[src/sv/bdc_pkg.sv]
// Shared types and constants for the cubic Bezier point evaluator.
// No dependencies.
package bdc_pkg;

	localparam int COORD_W     = 10;
	localparam int T_FRAC_BITS = 16;
	localparam int T_W         = T_FRAC_BITS + 1;
	localparam int FX_W        = COORD_W + T_FRAC_BITS;
	localparam int NUM_REGS    = 8;
	localparam int CFG_IDX_W   = 4;
	localparam int NUM_PTS     = 4;
	localparam int NUM_AXES    = 2;

	// register map: x and y of each control point, points in order
	localparam logic [CFG_IDX_W-1:0] REG_P0_X  = CFG_IDX_W'(0);
	localparam logic [CFG_IDX_W-1:0] REG_P0_Y  = CFG_IDX_W'(1);
	localparam int                   PT_STRIDE = 2;

	localparam logic [T_W-1:0] T_ONE = T_W'(1) << T_FRAC_BITS;

	typedef logic [COORD_W-1:0] coord_t;
	typedef logic [FX_W-1:0]    fx_t;
	typedef logic [T_W-1:0]     tpar_t;

endpackage

[src/sv/bdc_cfg_regs.sv]
// Control point register file, written through the plain write port.
// Depends on bdc_pkg.
module bdc_cfg_regs (
	input  logic                      clk,
	input  logic                      arst_n,
	input  logic                      cfg_we,
	input  logic [bdc_pkg::CFG_IDX_W-1:0] cfg_index,
	input  bdc_pkg::coord_t           cfg_wdata,
	output bdc_pkg::coord_t           ctrl [bdc_pkg::NUM_REGS]
);
	import bdc_pkg::*;

	localparam int SEL_W = $clog2(NUM_REGS);

	coord_t ctrl_q [NUM_REGS];

	always_ff @(posedge clk or negedge arst_n) begin
		if (!arst_n) begin
			for (int i = 0; i < NUM_REGS; i++) begin
				ctrl_q[i] <= '0;
			end
		end else if (cfg_we && (32'(cfg_index) < NUM_REGS)) begin
			ctrl_q[cfg_index[SEL_W-1:0]] <= cfg_wdata;
		end
	end

	assign ctrl = ctrl_q;

endmodule

[config.mk]
export PLATFORM = sky130hd
export DESIGN_NAME = bdc_cfg_regs
export DESIGN_NICKNAME = d
export VERILOG_FILES = /design/src/sv/bdc_pkg.sv /design/src/sv/bdc_cfg_regs.sv
export SDC_FILE = /design/constraint.sdc
export NUM_CORES = 1
export LEC_CHECK = 0
export ABC_AREA = 1
export ABC_CLOCK_PERIOD_IN_PS = 800
export BUFFER_PORTS_ARGS = -buffer_cell sky130_fd_sc_hd__buf_2
export CAP_MARGIN = 20
export CORE_MARGIN = 2
export CORE_UTILIZATION = 46
export DETAILED_ROUTE_END_ITERATION = 7
export PLACE_DENSITY = 0.85
export SLEW_MARGIN = 20
export SYNTH_ARGS = -nofsm -noshare
export SYNTH_HDL_FRONTEND = slang
export SYNTH_SLANG_ARGS = --single-unit
export TNS_END_PERCENT = 50
[constraint.sdc]
create_clock -name clk -period 0.8 [get_ports clk]
set_input_delay 0.04 -clock clk [delete_from_list [all_inputs] [get_ports clk]]
set_output_delay 0.04 -clock clk [all_outputs]
set_load 0.02 [all_outputs]
==> flow_summary.toml <==
[status]
status = "finished with violations"
violations = "setup timing"

[global_route]
grt_pass1_wl_um = 14400
track_usage_pct = 24.9
grt_max_degree = 81
grt_remaining_overflow = 0
antenna_found_initial = 0
grt_pass1_vias = 2805

[synth]
synth-seq-area-share_pct = 61.4
synth_area_per_cell_um2 = 8.81
synth_top_area_share_pct = 61.4
yosys_warnings = 0
synth.distinct_cells = 16
synthCells = 370
synthTopCellsByArea = "dfrtp_1, nand2_1, nand3_1, o21ai_0, clkbuf_2"
synth_area_mm2 = 0.00326
synth_fp_nets = 387
synth_seq_cells = 80
synth_top_cell_by_area = "dfrtp_1"

[setup_path]
worst-r2r-setup-slack_ns = -0.08
crit_chain = "buf_6"
cp_slowest_cell = "dfrtp_1"
worstReg2RegStart = "ctrl[32]"
crit_type = "reg -> out"
cp-start-kind = "flip-flop"
setup.worst_path.end_class = "primary output"
path_max_fanout = 2
worstPathRequired_ns = 0.76
cp_top_family = "flip-flops"
worstRegToRegCells = 4
timing.rr.end = "ctrl[32]"
cp_slowest_stage_delay_ns = 0.42
cp_num_buf_inv = 1
arrival_ns = 0.91

[finish]
stdcell_area_mm2 = 0.00471
final_cell_mix = "nand2_1, dfrtp_1, buf_6"
drive_gt1_share_pct = 33.1
synthToLayoutAreaGrowth_pct = 44.6
final_common_cell = "nand2_1"
final_nets = 517
largest_register_ffs = 80
diodes = 0

[flow_run]
drv_cap = 0

[timing]
fin_skew_ns = 0
hold_viol = 0
tightestPinTransition_ns = 0.435
timing.final.crit_period_ns = 0.950
slew_headroom_pct = 71.0
drv_slew = 0
fin_ws_ns = -0.150
clock.fmax_ghz = 1.05
rsz0062_at_grt = "yes"
fin_crit_sh_pct = 119
setup_viol = 83

[pwr]
report.power.total_mw = 13.3
vdd_drop_max_v = 0.00120
leakagePower_nw = 2.58
powerDensity_mw_per_mm2 = 2810

[die]
dieWidth_um = 88.2
num_rows = 30
fp.dieArea_mm2 = 0.00777
start_util_pct = 47.7
die_h_um = 88.2
core_mm2 = 0.00683
ios = 97

[drt]
drt_first_pass_iters = 5
num_vias = 3038
detail_route.wirelength_um = 9370
initialDrtViolationCount = 262
avgViaCountPerCell = 5.06
drcViolationCount = 0
ant_nets = 0
wl_per_cell_um = 15.6

[clocking]
ctsHtreeMaxLevel = 3
clock_latency_ns = 0.34
cts.reportedPaths.clkPinSlew_ns = 0.08
cts.sinks = 80
cts_max_path_buffers = 2
cts_buffers = 9
cts_tree = "built"
cts-root-buf = "clkbuf_8"

[placed_design]
place.gp.congestion = 0.769
placed_area_mm2 = 0.00391
dp_hpwl_um = 5870
io_buffers = 96

[worst_hold_path]
min-delay-start = "cfg_wdata[9]"
hold_depth = 3
holdPathEnd = "ctrl[69]"
hp-class = "in -> reg"
-- stage by stage --
step | setup TNS (ns) | cells | util [%] | setup WS (ns) | hold slack (ns)
2_1_floorplan | 0 | 370 | - | 0.0997 | -0.256
3_3_place_gp | -11.76 | 557 | 57.2 | -0.175 | 0.0913
3_5_place_dp | -14.78 | 557 | 57.2 | -0.222 | 0.0983
4_1_cts | -11.19 | 584 | 65.7 | -0.160 | 0.0265
5_1_grt | -13.15 | 600 | 69.0 | -0.182 | 0.0293
6_report | -10.35 | 600 | 69.0 | -0.150 | 0.0386
-- timing repair --
action,in CTS,in global routing
endpoints found under the hold margin,80,0
setup endpoints to repair,80,81
pin swaps,0,2
hold buffers,1,0
gates cloned,0,0
setup buffers,11,16
gates resized for setup,80,34
-- final cells by class --
class                      instances  area, um^2
fill                             541        2120
tap                               96         120
multi-input combinational        262        1130
inverter                           6        22.5
timing repair buffer             141        1200
clock buffer                      12         145
clock inverter                     3        90.1
sequential                        80        2000
-- power by group --
group / total [mW] / internal [mW] / switching [mW]
Clock: 3.55 / 2.15 / 1.40
Combinational: 4.23 / 1.98 / 2.24
Sequential: 5.48 / 4.87 / 0.608
-- layer usage --
metal  wire length (um)  GRT usage [%]  vias to the layer above
met5                  0              0                        -
met1               3960           35.0                     1446
met3                746           4.52                       14
met2               4520           38.7                      155
li1                   -              -                     1423
met4                148           9.37                        0
-- cell usage after synthesis --
library cell / instances
nand2_1: 184
dfrtp_1: 80
nand3_1: 40
o21ai_0: 20
clkbuf_2: 10
buf_2: 7
inv_1: 5
nor2_1: 5
clkbuf_1: 4
nand3_2: 4
nor2_2: 4
nand2_2: 2
nor2_4: 2
buf_4: 1
inv_2: 1
nand3_4: 1
-- worst max path at each step --
stage               depth (start not counted)        to         start
finish                                      1  ctrl[38]      ctrl[38]
global route                                1  ctrl[73]      ctrl[73]
CTS                                         1  ctrl[67]      ctrl[67]
detailed placement                          6  ctrl[65]        cfg_we
global placement                            7   ctrl[3]  cfg_index[3]
floorplan                                   2  ctrl[20]      ctrl[20]
-- cells by family (layout without fill, tap and decap cells) --
logic type	count (synthesis)	count (layout)	synth area share [%]
buffers and inverters	28	162	3.99
flip-flops	80	80	61.4
AO/OA/AOI/OAI	20	20	3.07
AND/OR/NAND/NOR	242	242	31.5
Note: power is estimated with default switching activity, not from simulation.
