[src/sv/bdc_pkg.sv]
// Shared types and constants for the cubic Bezier point evaluator.
// No dependencies.
package bdc_pkg;

	localparam int COORD_W     = 10;
	localparam int T_FRAC_BITS = 16;
	localparam int T_W         = T_FRAC_BITS + 1;
	localparam int FX_W        = COORD_W + T_FRAC_BITS;
	localparam int NUM_REGS    = 8;
	localparam int CFG_IDX_W   = 4;
	localparam int NUM_PTS     = 4;
	localparam int NUM_AXES    = 2;

	// register map: x and y of each control point, points in order
	localparam logic [CFG_IDX_W-1:0] REG_P0_X  = CFG_IDX_W'(0);
	localparam logic [CFG_IDX_W-1:0] REG_P0_Y  = CFG_IDX_W'(1);
	localparam int                   PT_STRIDE = 2;

	localparam logic [T_W-1:0] T_ONE = T_W'(1) << T_FRAC_BITS;

	typedef logic [COORD_W-1:0] coord_t;
	typedef logic [FX_W-1:0]    fx_t;
	typedef logic [T_W-1:0]     tpar_t;

endpackage

[src/sv/bdc_lerp_cell.sv]
// One interpolation cell: floor((1-t)*a + t*b) as a + floor(t*(b-a)), registered.
// Depends on bdc_pkg.
module bdc_lerp_cell (
	input  logic          clk,
	input  bdc_pkg::fx_t   a,
	input  bdc_pkg::fx_t   b,
	input  bdc_pkg::tpar_t t,
	output bdc_pkg::fx_t   y
);
	import bdc_pkg::*;

	localparam int DIFF_W = FX_W + 1;
	localparam int PROD_W = DIFF_W + T_W + 1;

	logic signed [DIFF_W-1:0] diff;
	logic signed [PROD_W-1:0] prod;
	fx_t                      y_q;

	assign diff = $signed({1'b0, b}) - $signed({1'b0, a});
	assign prod = $signed({1'b0, t}) * diff;

	always_ff @(posedge clk) begin
		y_q <= a + prod[T_FRAC_BITS +: FX_W];
	end

	assign y = y_q;

endmodule

[config.mk]
export PLATFORM = sky130hd
export DESIGN_NAME = bdc_lerp_cell
export DESIGN_NICKNAME = d
export VERILOG_FILES = /design/src/sv/bdc_pkg.sv /design/src/sv/bdc_lerp_cell.sv
export SDC_FILE = /design/constraint.sdc
export NUM_CORES = 1
export LEC_CHECK = 0
export BUFFER_PORTS_ARGS = -buffer_cell sky130_fd_sc_hd__buf_2
export CORE_MARGIN = 1.5
export CORE_UTILIZATION = 50
export CTS_BUF_LIST = sky130_fd_sc_hd__clkbuf_4
export CTS_CLUSTER_SIZE = 30
export DETAILED_ROUTE_END_ITERATION = 12
export PLACE_DENSITY = 0.77
export SETUP_SLACK_MARGIN = 0.1
export SLEW_MARGIN = 10
export SYNTH_ARGS = -nofsm -noshare
export SYNTH_HDL_FRONTEND = slang
export SYNTH_SLANG_ARGS = --single-unit
[constraint.sdc]
create_clock -name clk -period 13.6 [get_ports clk]
set_input_delay 3.4 -clock clk [delete_from_list [all_inputs] [get_ports clk]]
set_output_delay 3.4 -clock clk [all_outputs]
set_load 0.05 [all_outputs]
==> out/metrics.yaml, run 1 <==
drt_pass1_iterations: 5
cpMaxStageDelayCell: "fa_1"
synth_most_common_cell: "inv_1"
worstMarginPinSlew_ps: 1191
cp_common_cell: "fa_1"
pre_cts_ws_ps: -51.08
synthAdderAreaFrac_pct: 56.71
setup_viol: 0
io_pins: 96
syn_area_per_cell_um2: 8.729
clock.fmax_mhz: 76.53
synth-compound-area-share_pct: 6.472
initial_utilization_pct: 51.21
fin_ws_ps: 534.0
crit_type: "in2reg"
design_area_mm2: 0.01976
die_height_um: 194.6
area_growth_pct: 7.720
maxCapViolCount: 0
synth_top_family_by_area: "adder cells"
synth_top_area_cell: "fa_1"
ant_nets: 0
async_reset_ff_share_pct: 0
core-area_mm2: 0.03583
cts_sinks: 26
cp_num_buf_inv: 7
root_buffer: "clkbuf_4"
dp_hpwl_mm: 37.02
clk_pin_slew_ps: 160
grt_pass1_vias: 15186
viasPerCell: 5.227
synth_mux_area_share_pct: 0
ys_types: 62
maxSlewHeadroom_pct: 20.06
overflow: 0
grtUsageTotal_pct: 24.60
synth_top_area_share_pct: 46.48
synthesis.area_mm2: 0.01835
rows: 69
synth_common_cells: "inv_1 (566), fa_1 (426), nand2_1 (227), and2_1 (220), ha_1 (150)"
wl_met3_mm: 2.256
path_max_fanout: 17
critPathArrivalTime_ps: 13360
ys_warn_count: 0
cts_buffer_depth: 2
die_w_um: 194.6
ys_top_cells_by_area: "fa_1 (46%), inv_1 (12%), ha_1 (10%)"
die-area_mm2: 0.03785
drt_iter0_drc: 798
dpl-instance-area_mm2: 0.01958
path_delay_family: "adder cells"
synth_edf_count: 0
met1_length_mm: 17.77
wl_per_cell_um: 16.77
fin_crit_ps: 13070
routed-wl-met2_mm: 23.20
synth-main-ff-cell: "dfxtp_1"
critPathRequiredTime_ps: 13890
yosys.area_share.simple_pct: 16.70
hold_viol: 0
hold_depth: 2
hold_buffers: 0
syn_inst: 2102
cts_tree: "built"
yosysSeqAreaShare_pct: 2.837
fin_crit_sh_pct: 96.07
grt_max_degree: 28
slew_viol_final: 0
largest_reg_flops: 26
rsz0062_at_grt: "no"
synth.net_count: 2748
hold_class: "in2reg"
highest_layer: "met4"
h-tree-depth: 1
synth-xor-area-share_pct: 4.208
start_kind: "input port"
cp-startpoint: "a[0]"
nets: 2839
min_to: "y[0]"
portBuffers: 95
drc_errors: 0
dr_total_vias: 13883
drive_above_1_share_pct: 8.850
max_stage_delay_ps: 530
min_from: "a[0]"
routed_wl_mm: 44.53
ys_seq_elements: 26
status: "finished, final reports clean"
antenna_found_initial: 1
grt_first_pass_wirelength_mm: 74.58
critPathCaptureType: "flip-flop"
numCtsBuffers: 3
place.gp.congestion: 0.9099
placed cells by master (no fill, tap or decap), types with 3 or more instances in the layout:
cell and instances:
nand2b_1 15, nor3_1 22, xor2_1 18, nand3_1 11
a21oi_1 55, nand2_1 227, a31oi_1 3, fa_1 426
clkbuf_4 3, a211oi_1 8, a21oi_2 4, buf_12 3
a211oi_2 4, o21ai_0 25, xnor2_1 59, nor2b_1 32
buf_2 95, o21bai_1 8, nor2_1 51, o21a_1 15
inv_1 566, a21o_1 19, xnor2_2 5, o21ai_1 5
buf_4 59, dfxtp_1 26, nand4_1 8, and2_1 220
o211ai_1 5, diode_2 3, ha_1 150
cell families (layout without fill, tap and decap cells):
logic type | count (synthesis) | after routing
buf+inv | 637 | 727
simple gates | 603 | 603
fa+ha+maj | 576 | 576
compound gates | 176 | 176
xor+xnor | 84 | 84
flops | 26 | 26
other cells | 0 | 3
worst max-delay path by stage:
stage / slack (ps) / cells past startpoint / endpoint
2_1_floorplan: 630 / 45 / y[25]
3_3_place_gp: 70 / 46 / y[25]
3_5_place_dp: -50 / 44 / y[24]
4_1_cts: 330 / 44 / y[24]
5_1_grt: 20 / 43 / y[25]
6_report: 530 / 43 / y[25]
through the flow:
| stage | setup TNS [ps] | cells | hold slack, ps | util (%) |
|---|---|---|---|---|
| 6_report | 0 | 2656 | 3269 | 55.16 |
| 5_1_grt | 0 | 2654 | 3262 | 55.15 |
| 4_1_cts | 0 | 2646 | 3254 | 54.72 |
| 3_5_place_dp | -70.44 | 2642 | 3653 | 54.65 |
| 3_3_place_gp | 0 | 2642 | 3644 | 54.65 |
| 2_1_floorplan | 0 | 2102 | 3530 | - |
layer usage:
metal | track usage [%] | vias to the layer above
met5 | 0 | -
met2 | 44.55 | 382
met3 | 2.464 | 95
met1 | 31.41 | 7076
li1 | - | 6330
met4 | 6.424 | 0
repair_timing:
action,CTS,global route
buffers inserted,0,7
resized for setup,0,17
endpoints found under the setup margin,0,8
cell type report:
type | count | area [um2]
antenna | 3 | 7.507
clock buffer | 3 | 22.52
clock inverter | 1 | 3.754
fill | 3147 | 16060
inverter | 566 | 2125
multi-input combinational | 1439 | 15530
sequential | 26 | 520.5
tap | 461 | 576.8
timing repair buffer | 157 | 978.4
Power of run 1 is left out: the tool's default activity adds up to more than one toggle a clock period on the data nets, which glitch-free logic cannot reach.
==> run 2: changes to the inputs <==
--- a/config.mk
+++ b/config.mk
@@ -11,7 +11,7 @@
 export CTS_BUF_LIST = sky130_fd_sc_hd__clkbuf_4
 export CTS_CLUSTER_SIZE = 30
 export DETAILED_ROUTE_END_ITERATION = 12
-export PLACE_DENSITY = 0.77
+export PLACE_DENSITY = 0.67
 export SETUP_SLACK_MARGIN = 0.1
 export SLEW_MARGIN = 10
 export SYNTH_ARGS = -nofsm -noshare
==> run 2 against run 1 <==
Effect of this change:
- first-iteration DRC count is 5.4% lower
- hold slack worse by 8.8 ps
- non-clock buffer count is 18 higher
- design area is 0.64% higher
- critical path type unchanged
==> out/metrics.yaml, run 2 (same netlist as run 1, synthesis figures left out) <==
status: "finished, final reports clean"
h-tree-depth: 1
grt_first_pass_wirelength_mm: 75.22
clock.fmax_mhz: 75.96
final_cell_mix: "inv_1 (566), fa_1 (426), nand2_1 (227), and2_1 (220), ha_1 (150)"
wl_met3_mm: 2.199
drt_pass1_iterations: 5
clk_pin_slew_ps: 180
antenna_found_initial: 0
overflow: 0
initial_utilization_pct: 51.21
fin_crit_ps: 13160
cpMaxStageDelayCell: "fa_1"
highest_layer: "met4"
drc_errors: 0
cp_common_cell: "fa_1"
dr_total_vias: 13878
min_to: "y[0]"
cts_buffer_depth: 2
numCtsBuffers: 3
dpl-instance-area_mm2: 0.01974
antenna_cells: 0
portBuffers: 95
hold_class: "in2reg"
dp_hpwl_mm: 37.63
path_max_fanout: 6
drive_above_1_share_pct: 9.548
grt_pass1_vias: 14732
cts_tree: "built"
fin_crit_sh_pct: 96.80
die_w_um: 194.6
io_pins: 96
critPathRequiredTime_ps: 13910
wl_per_cell_um: 17.07
ant_nets: 0
viasPerCell: 5.196
slew_viol_final: 0
start_kind: "input port"
drt_iter0_drc: 755
max_stage_delay_ps: 540
maxCapViolCount: 0
place.gp.congestion: 0.8796
cts_sinks: 26
hold_viol: 0
critPathArrivalTime_ps: 13470
hold_buffers: 0
worstMarginPinSlew_ps: 1211
routed_wl_mm: 45.60
met1_length_mm: 18.56
hold_depth: 2
die-area_mm2: 0.03785
setup_viol: 0
design_area_mm2: 0.01989
layout_commonest_cell: "inv_1"
maxSlewHeadroom_pct: 18.66
core-area_mm2: 0.03583
crit_type: "in2reg"
routed-wl-met2_mm: 23.72
rsz0062_at_grt: "yes"
area_growth_pct: 8.408
rows: 69
grtUsageTotal_pct: 25.13
grt_max_degree: 28
nets: 2857
min_from: "a[0]"
largest_reg_flops: 26
die_height_um: 194.6
root_buffer: "clkbuf_4"
critPathCaptureType: "flip-flop"
-- run 2: worst max-delay path by stage --
stage / startpoint / end / slack, ps
4_1_cts: a[0] / y[25] / 150
2_1_floorplan: b[0] / y[25] / 630
6_report: a[0] / y[25] / 440
3_5_place_dp: a[0] / y[25] / -250
5_1_grt: a[0] / y[25] / 50
3_3_place_gp: a[0] / y[25] / -60
-- run 2: cell type report --
class / count / area (um2)
Sequential cell: 26 / 520.5
Clock buffer: 3 / 22.52
Fill cell: 3324 / 15940
Timing Repair Buffer: 175 / 1101
Inverter: 566 / 2125
Multi-Input combinational cell: 1439 / 15510
Tap cell: 461 / 576.8
Clock inverter: 1 / 30.03
-- run 2: stage by stage --
stage | hold WS [ps] | instances | setup TNS (ps) | setup WS, ps | utilization (%)
after global placement | 3642 | 2664 | -57.56 | -57.56 | 55.09
after CTS | 3250 | 2668 | 0 | 148.0 | 55.23
after floorplan | 3530 | 2102 | 0 | 630.0 | -
after detailed placement | 3658 | 2664 | -389.3 | -245.8 | 55.09
after global routing | 3257 | 2671 | 0 | 50.23 | 55.52
final | 3261 | 2671 | 0 | 435.5 | 55.52
-- run 2: worst max-delay path, delay by kind of cell --
family / cells / cell delay, ps
buffers and inverters: 7 / 670
adders and majority gates: 9 / 3800
AOI/OAI and AO/OA: 18 / 3880
xor gates and xnor gates: 4 / 930
and+or+nand+nor: 5 / 750
-- run 2: what timing repair did --
| action | in CTS | in global routing |
|---|---|---|
| hold endpoints to repair | 0 | 0 |
| gates resized for setup | 0 | 15 |
| setup endpoints to repair | 0 | 8 |
| setup buffers | 0 | 3 |
-- run 2: metal layers --
| metal | GRT usage [%] | vias to the layer above |
|---|---|---|
| met5 | 0 | - |
| met4 | 6.134 | 0 |
| li1 | - | 6354 |
| met1 | 32.77 | 7086 |
| met3 | 2.186 | 74 |
| met2 | 45.12 | 364 |
Power of run 2 is left out for the same reason.
==> run 3: changes to the inputs <==
--- a/config.mk
+++ b/config.mk
@@ -6,12 +6,13 @@
 export NUM_CORES = 1
 export LEC_CHECK = 0
 export BUFFER_PORTS_ARGS = -buffer_cell sky130_fd_sc_hd__buf_2
+export CORE_ASPECT_RATIO = 1.75
 export CORE_MARGIN = 1.5
 export CORE_UTILIZATION = 50
 export CTS_BUF_LIST = sky130_fd_sc_hd__clkbuf_4
 export CTS_CLUSTER_SIZE = 30
 export DETAILED_ROUTE_END_ITERATION = 12
-export PLACE_DENSITY = 0.67
+export PLACE_DENSITY = 0.7
 export SETUP_SLACK_MARGIN = 0.1
 export SLEW_MARGIN = 10
 export SYNTH_ARGS = -nofsm -noshare
==> run 3 against run 2 <==
Effect of this change:
- core utilization shrank 1.0 points
- critical endpoint unchanged
- wire length grew 6.2%
- maximum frequency grew 1.2%
- flip-flop and latch count is the same
- critical path type unchanged
- setup slack gained 160 ps
- global-route usage grew 1.4 points
- first-iteration DRC count shrank 25%
- via count grew 1.7%
- critical path depth grew 2
==> out/metrics.yaml, run 3 (same netlist as run 1, synthesis figures left out) <==
status: "finished, final reports clean"
cts_sinks: 26
rows: 92
dp_hpwl_mm: 40.18
pre_cts_ws_ps: -22.97
setup_viol: 0
hold_depth: 2
ant_nets: 0
hold_viol: 0
cp_common_cell: "fa_1"
cts_tree: "built"
layout_commonest_cell: "inv_1"
cts_buffer_depth: 2
antenna_found_initial: 0
largest_reg_flops: 26
drc_errors: 0
die-area_mm2: 0.03790
viasPerCell: 5.317
grt_first_pass_wirelength_mm: 78.03
fin_crit_sh_pct: 95.66
worstMarginPinSlew_ps: 1041
clock.fmax_mhz: 76.87
rsz0062_at_grt: "yes"
place.gp.congestion: 0.9169
start_kind: "input port"
final_cell_mix: "inv_1 (566), fa_1 (426), nand2_1 (227), and2_1 (220), ha_1 (150)"
numCtsBuffers: 3
critPathCaptureType: "flip-flop"
hold_class: "in2reg"
portBuffers: 95
nets: 2831
dr_total_vias: 14110
routed-wl-met2_mm: 28.01
wl_per_cell_um: 18.25
min_to: "y[0]"
initial_utilization_pct: 50.76
root_buffer: "clkbuf_4"
drt_pass1_iterations: 7
maxCapViolCount: 0
die_height_um: 256.4
antenna_cells: 0
fin_ws_ps: 590.8
min_from: "a[0]"
area_growth_pct: 7.351
slew_viol_final: 0
critPathRequiredTime_ps: 13840
path_max_fanout: 10
cpMaxStageDelayCell: "fa_1"
met1_length_mm: 14.99
crit_type: "in2reg"
core-area_mm2: 0.03614
critPathArrivalTime_ps: 13250
drive_above_1_share_pct: 8.608
grt_pass1_vias: 15972
clk_pin_slew_ps: 140
max_stage_delay_ps: 550
h-tree-depth: 1
fin_crit_ps: 13010
overflow: 0
wl_met3_mm: 1.797
die_w_um: 147.8
grt_max_degree: 28
io_pins: 96
maxSlewHeadroom_pct: 30.27
drt_iter0_drc: 567
routed_wl_mm: 48.43
grtUsageTotal_pct: 26.51
highest_layer: "met4"
==> run 3: cell count changes in the layout (fill, tap and decap cells not counted), moves of 2 or more <==
| cell | change |
|---|---|
| buf_6 | +2 |
| nand3_1 | -2 |
| nand3_2 | +2 |
| buf_4 | -28 |
==> run 3: layer usage <==
metal / vias to the layer above / track usage, %
met5: - / 0
met4: 0 / 16.86
met3: 204 / 1.762
met2: 498 / 52.89
met1: 7106 / 25.44
li1: 6302 / -
==> run 3: final cells by class <==
cell class	instances	area, um2
Clock inverter	1	3.754
Clock buffer	3	22.52
Tap cell	470	588.1
Multi-Input combinational cell	1439	15520
Inverter	566	2125
Sequential cell	26	520.5
Fill cell	3371	16450
Timing Repair Buffer	149	913.4
==> run 3: timing repair <==
item                                    4_1_cts  5_1_grt
buffers inserted                              0        1
resized for setup                             0       18
endpoints found under the setup margin        0        6
hold buffers                                  0        0
==> run 3: how the worst max path moves through the flow <==
stage               start  slack, ps  cells after the start  endpoint
floorplan            b[0]        630                     45     y[25]
global placement     a[0]        150                     45     y[25]
detailed placement   a[0]        -20                     45     y[25]
finish               a[0]        590                     45     y[25]
CTS                  a[0]        300                     45     y[25]
global route         a[0]         30                     46     y[25]
==> run 3: critical path, delay by kind of cell <==
family | cells | cell delay, ps
and+or+nand+nor | 9 | 1020
AOI/OAI and AO/OA | 17 | 3070
buffers and inverters | 5 | 420
adders and majority gates | 10 | 4340
xor gates and xnor gates | 4 | 990
==> run 3: through the flow <==
step | setup TNS, ps | cell area [um2] | utilization [%] | cells | hold WS [ps]
final | 0 | 19700 | 54.49 | 2654 | 3296
after floorplan | 0 | 18350 | - | 2102 | 3530
after global routing | 0 | 19700 | 54.49 | 2654 | 3271
after CTS | 0 | 19590 | 54.20 | 2653 | 3292
after detailed placement | -22.97 | 19560 | 54.12 | 2649 | 3654
after global placement | 0 | 19560 | 54.12 | 2649 | 3647
Power of run 3 is left out for the same reason.
